[config.mk]
export PLATFORM = sky130hd
export DESIGN_NAME = event_group_waiter_release_unit_flat
export DESIGN_NICKNAME = d
export VERILOG_FILES = /design/src/egw_pkg.sv /design/src/egw_if.sv /design/src/egw_ram.sv /design/src/egw_ctrl.sv /design/src/egw_dp.sv /design/src/event_group_waiter_release_unit.sv /design/src/flat_wrapper.sv
export SDC_FILE = /design/constraint.sdc
export NUM_CORES = 1
export LEC_CHECK = 0
export BUFFER_PORTS_ARGS = -buffer_cell sky130_fd_sc_hd__clkbuf_2
export CORE_MARGIN = 10
export CORE_UTILIZATION = 30
export CTS_BUF_LIST = sky130_fd_sc_hd__clkbuf_8
export DETAILED_ROUTE_END_ITERATION = 8
export PLACE_DENSITY = 0.5
export SETUP_SLACK_MARGIN = 0.02
export SYNTH_ARGS = -nofsm -noshare
export SYNTH_HDL_FRONTEND = slang
export SYNTH_HIERARCHICAL = 1
export SYNTH_SLANG_ARGS = --single-unit
[constraint.sdc]
create_clock -name clk -period 4.1 [get_ports clk]
set_clock_uncertainty 0.15 [all_clocks]
set_input_delay 0.41 -clock clk [delete_from_list [all_inputs] [get_ports clk]]
set_output_delay 0.41 -clock clk [all_outputs]
set_load 0.1 [all_outputs]
[src/egw_pkg.sv]
// Shared types and constants for the event group waiter release unit.
// Used by every module of the block but egw_ram; depends on nothing.
package egw_pkg;

  localparam int MAX_WAITERS    = 16;
  localparam int EVENT_BITS     = 32;
  localparam int TASK_ID_BITS   = 8;
  localparam int CFG_INDEX_BITS = 8;
  localparam int STATUS_BITS    = 3;

  localparam logic TRIG_MODE_ANY = 1'b1;
  localparam logic KIND_LISTEN   = 1'b0;
  localparam logic KIND_TRIGGER  = 1'b1;

  localparam logic [CFG_INDEX_BITS-1:0] REG_RELOAD_MASK = CFG_INDEX_BITS'(0);
  localparam logic [CFG_INDEX_BITS-1:0] REG_TRIGGER_ANY = CFG_INDEX_BITS'(1);

  typedef enum logic [STATUS_BITS-1:0] {
    ST_PASSED     = 3'd0,
    ST_BLOCKED    = 3'd1,
    ST_FULL       = 3'd2,
    ST_IGNORED    = 3'd3,
    ST_PARTIAL    = 3'd4,
    ST_FIRED_NONE = 3'd5,
    ST_RELEASED   = 3'd6
  } status_t;

  typedef struct packed {
    logic take;
    logic commit;
    logic fire;
    logic pop_out;
  } ctrl_cmd_t;

  typedef struct packed {
    logic release_all;
    logic out_free;
    logic cnt_zero;
  } dp_sts_t;

endpackage

[src/egw_if.sv]
// Valid/ready channel interfaces for request items and result items.
// Depends on egw_pkg for default widths and the status type.
interface egw_in_if #(
  parameter int EVENT_BITS   = egw_pkg::EVENT_BITS,
  parameter int TASK_ID_BITS = egw_pkg::TASK_ID_BITS
);
  logic                    valid;
  logic                    ready;
  logic                    kind;
  logic [TASK_ID_BITS-1:0] task_id;
  logic [EVENT_BITS-1:0]   event_mask;

  modport source (output valid, kind, task_id, event_mask, input ready);
  modport sink (input valid, kind, task_id, event_mask, output ready);
endinterface

interface egw_out_if #(
  parameter int EVENT_BITS   = egw_pkg::EVENT_BITS,
  parameter int TASK_ID_BITS = egw_pkg::TASK_ID_BITS
);
  logic                    valid;
  logic                    ready;
  egw_pkg::status_t        status;
  logic [TASK_ID_BITS-1:0] released_task;
  logic [EVENT_BITS-1:0]   pending_events;
  logic                    last;

  modport source (output valid, status, released_task, pending_events, last, input ready);
  modport sink (input valid, status, released_task, pending_events, last, output ready);
endinterface

[src/egw_ram.sv]
// Generic single-write, single-read RAM with a registered read port.
// Depends on nothing.
module egw_ram #(
  parameter int WIDTH = 8,
  parameter int DEPTH = 16,
  localparam int AW = (DEPTH > 1) ? $clog2(DEPTH) : 1
) (
  input  logic             clk,
  input  logic             we,
  input  logic [AW-1:0]    waddr,
  input  logic [WIDTH-1:0] wdata,
  input  logic             re,
  input  logic [AW-1:0]    raddr,
  output logic [WIDTH-1:0] rdata
);
  logic [WIDTH-1:0] mem [DEPTH];

  always_ff @(posedge clk) begin
    if (we) begin
      mem[waddr] <= wdata;
    end
    if (re) begin
      rdata <= mem[raddr];
    end
  end
endmodule

[src/egw_ctrl.sv]
// Controller state machine: sequences accept, evaluate and waiter release.
// Depends on egw_pkg for the command and status structs.
module egw_ctrl (
  input  logic               clk,
  input  logic               rst,
  input  logic               in_valid,
  output logic               in_ready,
  input  egw_pkg::dp_sts_t   sts,
  output egw_pkg::ctrl_cmd_t cmd
);
  typedef enum logic [2:0] {
    S_IDLE = 3'b001,
    S_EVAL = 3'b010,
    S_POP  = 3'b100
  } state_t;

  state_t state, state_next;

  always_comb begin
    state_next  = state;
    cmd         = '0;
    in_ready    = 1'b0;
    case (state)
      S_IDLE: begin
        in_ready = 1'b1;
        cmd.take = in_valid;
        if (in_valid) begin
          state_next = S_EVAL;
        end
      end
      S_EVAL: begin
        if (sts.release_all) begin
          cmd.fire   = 1'b1;
          state_next = S_POP;
        end else if (sts.out_free) begin
          cmd.commit = 1'b1;
          state_next = S_IDLE;
        end
      end
      S_POP: begin
        if (sts.out_free) begin
          cmd.pop_out = 1'b1;
          if (sts.cnt_zero) begin
            state_next = S_IDLE;
          end
        end
      end
      default: begin
        state_next = S_IDLE;
      end
    endcase
  end

  always_ff @(posedge clk) begin
    if (rst) begin
      state <= S_IDLE;
    end else begin
      state <= state_next;
    end
  end
endmodule

[src/egw_dp.sv]
// Datapath: configuration, pending mask, waiter stack and result register.
// Depends on egw_pkg and on egw_ram for the waiter stack.
module egw_dp #(
  parameter int MAX_WAITERS  = egw_pkg::MAX_WAITERS,
  parameter int EVENT_BITS   = egw_pkg::EVENT_BITS,
  parameter int TASK_ID_BITS = egw_pkg::TASK_ID_BITS
) (
  input  logic                              clk,
  input  logic                              rst,
  input  logic                              cfg_we,
  input  logic [egw_pkg::CFG_INDEX_BITS-1:0] cfg_index,
  input  logic [EVENT_BITS-1:0]             cfg_wdata,
  input  logic                              in_kind,
  input  logic [TASK_ID_BITS-1:0]           in_task_id,
  input  logic [EVENT_BITS-1:0]             in_event_mask,
  input  egw_pkg::ctrl_cmd_t                cmd,
  output egw_pkg::dp_sts_t                  sts,
  input  logic                              out_ready,
  output logic                              out_valid,
  output egw_pkg::status_t                  out_status,
  output logic [TASK_ID_BITS-1:0]           out_task,
  output logic [EVENT_BITS-1:0]             out_pending,
  output logic                              out_last
);
  localparam int CW = $clog2(MAX_WAITERS + 1);
  localparam int AW = (MAX_WAITERS > 1) ? $clog2(MAX_WAITERS) : 1;

  logic [EVENT_BITS-1:0]   reload_mask;
  logic                    trigger_any;
  logic [EVENT_BITS-1:0]   pending;
  logic [CW-1:0]           count;
  logic                    req_kind;
  logic [TASK_ID_BITS-1:0] req_tid;
  logic [EVENT_BITS-1:0]   req_ev;

  logic [EVENT_BITS-1:0]   cleared;
  logic [EVENT_BITS-1:0]   pend_new;
  egw_pkg::status_t        dec_status;
  logic                    dec_release;
  logic [CW-1:0]           cnt_dec;
  logic                    ram_we;
  logic                    ram_re;
  logic [TASK_ID_BITS-1:0] ram_rdata;
  logic                    load;

  assign cleared = pending & ~req_ev;
  assign cnt_dec = count - CW'(1);

  always_comb begin
    dec_status  = egw_pkg::ST_PASSED;
    dec_release = 1'b0;
    pend_new    = pending;
    if (req_kind == egw_pkg::KIND_LISTEN) begin
      if (pending == '0) begin
        dec_status = egw_pkg::ST_PASSED;
        if (count == '0) begin
          pend_new = reload_mask;
        end
      end else if (count < CW'(MAX_WAITERS)) begin
        dec_status = egw_pkg::ST_BLOCKED;
      end else begin
        dec_status = egw_pkg::ST_FULL;
      end
    end else if ((pending & req_ev) == '0) begin
      dec_status = egw_pkg::ST_IGNORED;
    end else if (trigger_any != egw_pkg::TRIG_MODE_ANY && cleared != '0) begin
      dec_status = egw_pkg::ST_PARTIAL;
      pend_new   = cleared;
    end else if (count == '0) begin
      dec_status = egw_pkg::ST_FIRED_NONE;
      pend_new   = '0;
    end else begin
      dec_status  = egw_pkg::ST_RELEASED;
      dec_release = 1'b1;
      pend_new    = '0;
    end
  end

  assign sts.release_all = dec_release;
  assign sts.out_free    = ~out_valid | out_ready;
  assign sts.cnt_zero    = (count == '0);

  assign ram_we = cmd.commit & (dec_status == egw_pkg::ST_BLOCKED);
  assign ram_re = cmd.fire | (cmd.pop_out & (count != '0));
  assign load   = cmd.commit | cmd.pop_out;

  egw_ram #(
    .WIDTH(TASK_ID_BITS),
    .DEPTH(MAX_WAITERS)
  ) u_stack (
    .clk  (clk),
    .we   (ram_we),
    .waddr(count[AW-1:0]),
    .wdata(req_tid),
    .re   (ram_re),
    .raddr(cnt_dec[AW-1:0]),
    .rdata(ram_rdata)
  );

  always_ff @(posedge clk) begin
    if (cmd.take) begin
      req_kind <= in_kind;
      req_tid  <= in_task_id;
      req_ev   <= in_event_mask;
    end
    if (cmd.commit) begin
      out_status  <= dec_status;
      out_task    <= '0;
      out_pending <= pend_new;
      out_last    <= 1'b1;
    end else if (cmd.pop_out) begin
      out_status  <= egw_pkg::ST_RELEASED;
      out_task    <= ram_rdata;
      out_pending <= pending;
      out_last    <= (count == '0);
    end
  end

  always_ff @(posedge clk) begin
    if (rst) begin
      reload_mask <= '0;
      trigger_any <= 1'b0;
      pending     <= '0;
      count       <= '0;
      out_valid   <= 1'b0;
    end else begin
      if (cfg_we && cfg_index == egw_pkg::REG_RELOAD_MASK) begin
        reload_mask <= cfg_wdata;
        pending     <= cfg_wdata;
      end else if (cfg_we && cfg_index == egw_pkg::REG_TRIGGER_ANY) begin
        trigger_any <= cfg_wdata[0];
      end
      if (cmd.commit || cmd.fire) begin
        pending <= pend_new;
      end
      if (ram_we) begin
        count <= count + CW'(1);
      end else if (ram_re) begin
        count <= cnt_dec;
      end
      if (load) begin
        out_valid <= 1'b1;
      end else if (out_ready) begin
        out_valid <= 1'b0;
      end
    end
  end
endmodule

[src/event_group_waiter_release_unit.sv]
// Top level of the event group waiter release unit.
// Depends on egw_pkg, egw_if, egw_ctrl, egw_dp and egw_ram.
//
//   Channel  Direction  Contents
//   req      in         kind, task_id, event_mask
//   res      out        status, released_task, pending_events, last
//   cfg      in         cfg_we, cfg_index, cfg_wdata (reload mask, trigger mode)
//
// An item is accepted in the idle state and then evaluated in the evaluate state.
// A release first reads the stack when it fires, then delivers one waiter
// per cycle from the stack RAM's single read port while results are taken.
// Reset is synchronous; the stack RAM needs no clearing.
// A stalled result holds in the output register; the next item may be
// accepted meanwhile and waits until the register frees.
module event_group_waiter_release_unit #(
  parameter int MAX_WAITERS  = egw_pkg::MAX_WAITERS,
  parameter int EVENT_BITS   = egw_pkg::EVENT_BITS,
  parameter int TASK_ID_BITS = egw_pkg::TASK_ID_BITS
) (
  input  logic                               clk,
  input  logic                               rst,
  egw_in_if.sink                             req,
  egw_out_if.source                          res,
  input  logic                               cfg_we,
  input  logic [egw_pkg::CFG_INDEX_BITS-1:0] cfg_index,
  input  logic [EVENT_BITS-1:0]              cfg_wdata
);
  egw_pkg::ctrl_cmd_t cmd;
  egw_pkg::dp_sts_t   sts;

  egw_ctrl u_ctrl (
    .clk     (clk),
    .rst     (rst),
    .in_valid(req.valid),
    .in_ready(req.ready),
    .sts     (sts),
    .cmd     (cmd)
  );

  egw_dp #(
    .MAX_WAITERS (MAX_WAITERS),
    .EVENT_BITS  (EVENT_BITS),
    .TASK_ID_BITS(TASK_ID_BITS)
  ) u_dp (
    .clk          (clk),
    .rst          (rst),
    .cfg_we       (cfg_we),
    .cfg_index    (cfg_index),
    .cfg_wdata    (cfg_wdata),
    .in_kind      (req.kind),
    .in_task_id   (req.task_id),
    .in_event_mask(req.event_mask),
    .cmd          (cmd),
    .sts          (sts),
    .out_ready    (res.ready),
    .out_valid    (res.valid),
    .out_status   (res.status),
    .out_task     (res.released_task),
    .out_pending  (res.pending_events),
    .out_last     (res.last)
  );
endmodule

[src/flat_wrapper.sv]
// flat-port wrapper written by rule: the top's interface ports become plain ports
module event_group_waiter_release_unit_flat 
#(
  parameter int MAX_WAITERS  = egw_pkg::MAX_WAITERS,
  parameter int EVENT_BITS   = egw_pkg::EVENT_BITS,
  parameter int TASK_ID_BITS = egw_pkg::TASK_ID_BITS
)
  (clk, rst, cfg_we, cfg_index, cfg_wdata, req_valid, req_kind, req_task_id, req_event_mask, req_ready, res_valid, res_status, res_released_task, res_pending_events, res_last, res_ready);
  egw_in_if #(.EVENT_BITS(EVENT_BITS), .TASK_ID_BITS(TASK_ID_BITS)) req_i ();
  egw_out_if #(.EVENT_BITS(EVENT_BITS), .TASK_ID_BITS(TASK_ID_BITS)) res_i ();
  input  logic clk;
  input  logic rst;
  input  logic cfg_we;
  input  logic [egw_pkg::CFG_INDEX_BITS-1:0] cfg_index;
  input  logic [EVENT_BITS-1:0] cfg_wdata;
  input wire logic [$bits(req_i.valid)-1:0] req_valid;
  input wire logic [$bits(req_i.kind)-1:0] req_kind;
  input wire logic [$bits(req_i.task_id)-1:0] req_task_id;
  input wire logic [$bits(req_i.event_mask)-1:0] req_event_mask;
  output wire logic [$bits(req_i.ready)-1:0] req_ready;
  output wire logic [$bits(res_i.valid)-1:0] res_valid;
  output wire logic [$bits(res_i.status)-1:0] res_status;
  output wire logic [$bits(res_i.released_task)-1:0] res_released_task;
  output wire logic [$bits(res_i.pending_events)-1:0] res_pending_events;
  output wire logic [$bits(res_i.last)-1:0] res_last;
  input wire logic [$bits(res_i.ready)-1:0] res_ready;
  assign req_i.valid = req_valid;
  assign req_i.kind = req_kind;
  assign req_i.task_id = req_task_id;
  assign req_i.event_mask = req_event_mask;
  assign req_ready = req_i.ready;
  assign res_valid = res_i.valid;
  assign res_status = res_i.status;
  assign res_released_task = res_i.released_task;
  assign res_pending_events = res_i.pending_events;
  assign res_last = res_i.last;
  assign res_i.ready = res_ready;
  event_group_waiter_release_unit #(.MAX_WAITERS(MAX_WAITERS), .EVENT_BITS(EVENT_BITS), .TASK_ID_BITS(TASK_ID_BITS)) u_core (.clk(clk), .rst(rst), .req(req_i), .res(res_i), .cfg_we(cfg_we), .cfg_index(cfg_index), .cfg_wdata(cfg_wdata));
endmodule
; Yosys cells after proc, flatten, opt, wreduce, memory -nomap -nowiden
; Memory sizes are Yosys's and may differ from the RTL's. A register that Yosys moved wholly into a read port is not among the register bits.
; Index checks and enable logic that the tools add are counted.
[classes]
n_eq_ne = 9
magnitude_cmp = 1
reduce_logical = 16
addsub = 2
div_mod_pow = 0
bitwise = 11
n_mul = 0
n_mux = 40
shifts = 0
[op_table]
columns = operator, count
row1 = 2-to-1 mux 32 bit, 9
row2 = bitwise AND 32 bit, 2
row3 = logical NOT 32 bit, 2
row4 = NOT 32 bit, 1
row5 = nonzero test 32 bit, 1
row6 = 2-to-1 mux 3 bit, 9
row7 = 2-to-1 mux 1 bit, 14
row8 = 2-to-1 mux 2 bit, 5
row9 = 2-to-1 mux 5 bit, 2
row10 = one-hot mux 3 bit (3 select lines), 1
row11 = equality test 8 x 1 -> 1 bit (second input constant), 1
row12 = logical NOT 8 bit, 1
row13 = nonzero test 2 bit, 4
row14 = equality test 3 x 1 -> 1 bit (second input constant), 2
row15 = adder 5 x 1 -> 5 bit (second input constant), 1
row16 = logical NOT 5 bit, 1
row17 = less-than comparator 5 bit (second input constant), 1
row18 = nonzero test 5 bit, 1
row19 = subtractor 5 x 1 -> 5 bit (second input constant), 1
row20 = inequality test 2 x 1 -> 1 bit (second input constant), 2
row21 = AND reduction 4 bit, 1
row22 = equality test 3 x 2 -> 1 bit (second input constant), 1
row23 = equality test 3 bit (second input constant), 1
row24 = logical AND 1 bit, 3
row25 = 7 further kinds, 12
[totals]
romBits = 0
ff_bits = 159
ramBits = 128
latch_bits = 0
memories = 1
output_inout_bits = 46
[mem_list]
columns = name, words, word_bits, read_ports, rd_ports_with_merged_regs, write_ports, line_no
row1 = u_core.u_dp.u_stack.mem, 16, 8, 1, 1, 1, egw_ram.sv:16  ; logic [WIDTH-1:0] mem [DEPTH];

; Longest topological paths before layout
[depth]
depth_word = 12
mapped_depth = 17
mapped_depth_nobuf = 13

; Modules after synthesis
; Netlist, hierarchy kept.
[modules_own_cells]
columns = mod, cells_per_inst, seq_area_each_um2, area_each_um2, n_inst
row1 = egw_dp, 733, 3883.7, 7081.8, 1
row2 = egw_ram, 229, 4083.9, 5227.5, 1
row3 = egw_ctrl, 26, 60.1, 222.7, 1

; Worst setup path after synthesis
; No wires, ideal clock.
[synth_path]
path_type = flip-flop to flip-flop
start = register u_core.u_dp.pending[13]
end = memory u_core.u_dp.u_stack.mem[0][0], enable pin
t_arrival_ns = 3.731
setup_time_ns = 0.383
period_less_slack_ns = 4.265
setup_slack_ns = -0.165
path_stages_with_launch = 18
path_buffers = 4
t_required_ns = 3.567
cell_sequence = dfxtp_1 > inv_1 > o22ai_1 > nor4_1 > a41o_1 > clkbuf_1 > buf_1 > and3_1 > buf_4 > nand3b_1 > nor3_1 > clkbuf_1 > nand2b_1 > nor2_1 > o21ai_1 > inv_2 > or3b_2 > nor3_1
[synth_lines]
columns = element, line_no
row1 = start: declaration, egw_dp.sv:30  ; logic [EVENT_BITS-1:0] pending;
row2 = start signal: assignment, egw_dp.sv:129  ; pending <= cfg_wdata;
row3 = start signal: assignment, egw_dp.sv:134  ; pending <= pend_new;
row4 = end: declaration, egw_ram.sv:16

==> out/results.tsv <==
metric	value	unit
die-width	224	um
setup_viol	0	
r2r_cells	14	
ys_warn_count	6	
crit_chain	a22o_1, a221oi_1, and3_1, a31oi_1, and3_1, nand3b_1, nor3_2, nand2b_1, nor2_1, o21ai_1, inv_2, or3b_2, nor3_2, buf_4	
final_layout_size_suffix_gt1_share	21.1	%
crit_buf_inv	2	
drc	0	
crit_path_max_fanout	8	
async_reset_ff_share	0	%
num_vias	8904	
antenna_found_initial	0	
place_ws	0.440	ns
syn_to_final_growth	23.8	%
finalCriticalPeriod	3.70	ns
die_y	224	um
crit_path_start_kind	flop	
ir_drop	208	uV
portBuffers	131	
reg2reg_to	u_core/u_dp/u_stack/mem[0][0]$_DFFE_PP_	
use_met2	24.5	%
slowest_delay	0.51	ns
cp-end-kind	flop	
synthTopCellsByCount	edfxtp_1 (212), nand2_1 (111), nor2_1 (99), dfxtp_1 (83), a21oi_1 (73)	
routed_via_density	4.97	
synth_area	0.0125	mm^2
worstSetupPathType	flop to flop	
synth_top_cell_by_area	edfxtp_1	
ys.flop_type	edfxtp_1	
worstMarginPinSlew	0.983	ns
synth.most_common_cell	edfxtp_1	
cpLargestDelayFamily	simple AND/OR/NAND/NOR gates	
core_area	0.0411	mm^2
numCtsBuffers	50	
grt_pass1_wl	57000	um
start_util	30.5	%
power.leakage	5.59	nW
hpwl	24400	um
cp_num_cells	14	
slew_headroom	34.5	%
synth-seq-cells	295	
use_met3	2.85	%
yosysUniqueCellTypes	56	
cts_setup_buffers	0	
critPathLaunch	u_core/u_dp/req_ev[20]$_DFFE_PP_	
synth_area_leaders	edfxtp_1 (51%), dfxtp_1 (13%), o21a_1 (3.8%), nand2_1 (3.3%), mux4_2 (3.2%)	
status	complete, no violations	
cp.arrival	3.85	ns
ant_nets	0	
place.gp.congestion	0.840	
finalWirelength	37400	um
wl_per_cell	20.9	um
synth_seq_area_share	64.1	%
dr.first_iter.drc_count	741	
max_freq	270	MHz
hold_class	primary input to flop	
grt_pass1_vias	9085	
required	4.25	ns
cts_tree	built	
post_cts_resized	0	
fin_crit_sh	90.3	%
worst_slack	0.398	ns
cts.reportedPaths.clkPinSlew	0.06	ns
cts_hold_buffers	75	
synth_edf_count	212	
rsz0062_at_grt	no	
clock-root-buffer	clkbuf_8	
cts_sinks	295	
clock_path_buffers	3	
setup_tns	0	ns
n_antenna_cell	0	
drt_pass1_iterations	5	
crit_end	u_core/u_dp/u_stack/mem[0][0]$_DFFE_PP_	
power.density	404	mW/mm^2
grt_use_met1	18.8	%
fin_nets	1311	
crit_slowest_cell	or3b_2	
r2r_slack	0.40	ns
syn_inst	988	
worstReg2RegStart	u_core/u_dp/req_ev[20]$_DFFE_PP_	
grt_util_all_layers	14.8	%
rows	74	
clk_latency	0.63	ns
dieArea	0.0503	mm^2
ctsHtreeMaxLevel	2	
syn_area_per_cell	12.7	um^2
io_pins	132	
grt_max_degree	67	
hold_violations	0	
busiest_layer	met2	
yosysTopAreaCellShare	50.8	%
syn-num-nets	1077	
globalRouteOverflowTotal	0	
maxCapViolations	0	
slew_viol_final	0	
## layout by cell type (no fill, tap or decap), drive strengths merged, types with 2 or more instances in the layout
master	n
nand2b	6
nand3b	3
clkinv	11
nand4	4
o21ai	3
buf	38
inv	65
and2	4
mux2i	11
mux4	32
a311oi	32
a21oi	74
ha	3
a31oi	5
nand3	7
clkbuf	186
or2	3
dfxtp	83
a22oi	29
xor2	3
o22ai	16
nor2b	2
dlygate4sd3	75
a211oi	32
nor4	14
edfxtp	212
and3	4
o21a	64
a22o	3
nand2	111
a221oi	2
nor2	100
nor4b	2
nor3	10
## through the flow
step	instance area [um^2]	hold WS, ns	utilization [%]	cells	power [mW]
after global placement	13800	0.307	33.7	1627	3.79
after floorplan	12500	0.301	-	988	3.61
after CTS	15500	0.0310	37.7	1792	6.35
after detailed placement	13800	0.315	33.7	1627	3.80
after global routing	15500	0.0734	37.7	1792	6.54
final	15500	0.0705	37.7	1792	6.26
## tightest hold or removal path: stages
cell and delay [ns]:
clkbuf_2 0.11, nor2_2 0.11, nand2_1 0.11, a21oi_1 0.06
## worst min-delay path by stage
stage / startpoint / endpoint / slack [ns] / cells past startpoint
detailed placement: u_core/u_dp/reload_mask[26]$_SDFFE_PP0P_ / u_core/u_dp/reload_mask[26]$_SDFFE_PP0P_ / 0.32 / 2
floorplan: u_core/u_dp/reload_mask[0]$_SDFFE_PP0P_ / u_core/u_dp/reload_mask[0]$_SDFFE_PP0P_ / 0.30 / 2
global route: cfg_index[0] / u_core/u_dp/reload_mask[20]$_SDFFE_PP0P_ / 0.07 / 4
global placement: u_core/u_dp/reload_mask[26]$_SDFFE_PP0P_ / u_core/u_dp/reload_mask[26]$_SDFFE_PP0P_ / 0.31 / 2
CTS: cfg_index[0] / u_core/u_dp/reload_mask[21]$_SDFFE_PP0P_ / 0.03 / 4
finish: cfg_index[0] / u_core/u_dp/reload_mask[20]$_SDFFE_PP0P_ / 0.07 / 4
## where the power goes
part | leakage [nW] | internal [mW] | total, mW | switching (mW)
logic | 2.38 | 0.163 | 0.465 | 0.302
registers | 2.65 | 3.25 | 3.33 | 0.0792
clock network | 0.553 | 1.28 | 2.47 | 1.19
total | 5.59 | 4.69 | 6.26 | 1.57
## sequential cells by signal, summed over array words and instances (netlist names)
signal / cells
u_core/u_dp/pending: 32
u_core/u_dp/count: 5
u_core/u_dp/out_last: 1
u_core/u_dp/req_ev: 32
u_core/u_dp/trigger_any: 1
u_core/u_dp/req_kind: 1
u_core/u_dp/reload_mask: 32
u_core/u_dp/req_tid: 8
u_core/u_dp/out_valid: 1
u_core/u_dp/out_pending: 32
u_core/u_dp/out_task: 8
u_core/u_ctrl/state: 3
u_core/u_dp/u_stack/rdata: 8
u_core/u_dp/out_status: 3
u_core/u_dp/u_stack/mem: 128
## layer usage
metal / routed length [um] / vias to the layer above
li1: - / 4217
met1: 16300 / 4376
met2: 18100 / 245
met3: 1980 / 66
met4: 999 / 0
met5: 0 / -
## cell families after synthesis
group | Yosys count | share of synthesized area, %
mux | 43 | 7.05
compound gates | 262 | 14.4
buf+inv | 105 | 4.05
fa+ha+maj | 3 | 0.300
xor+xnor | 4 | 0.280
simple gates | 276 | 9.85
flops | 295 | 64.1
## layout make-up
class	count	area [um^2]
Fill cell	3941	25600
Sequential cell	295	8030
Multi-Input combinational cell	588	4030
Timing Repair Buffer	244	1700
Clock buffer	55	757
Tap cell	532	666
Clock inverter	35	164
Inverter	43	161
(Power assumes the default switching activity.)
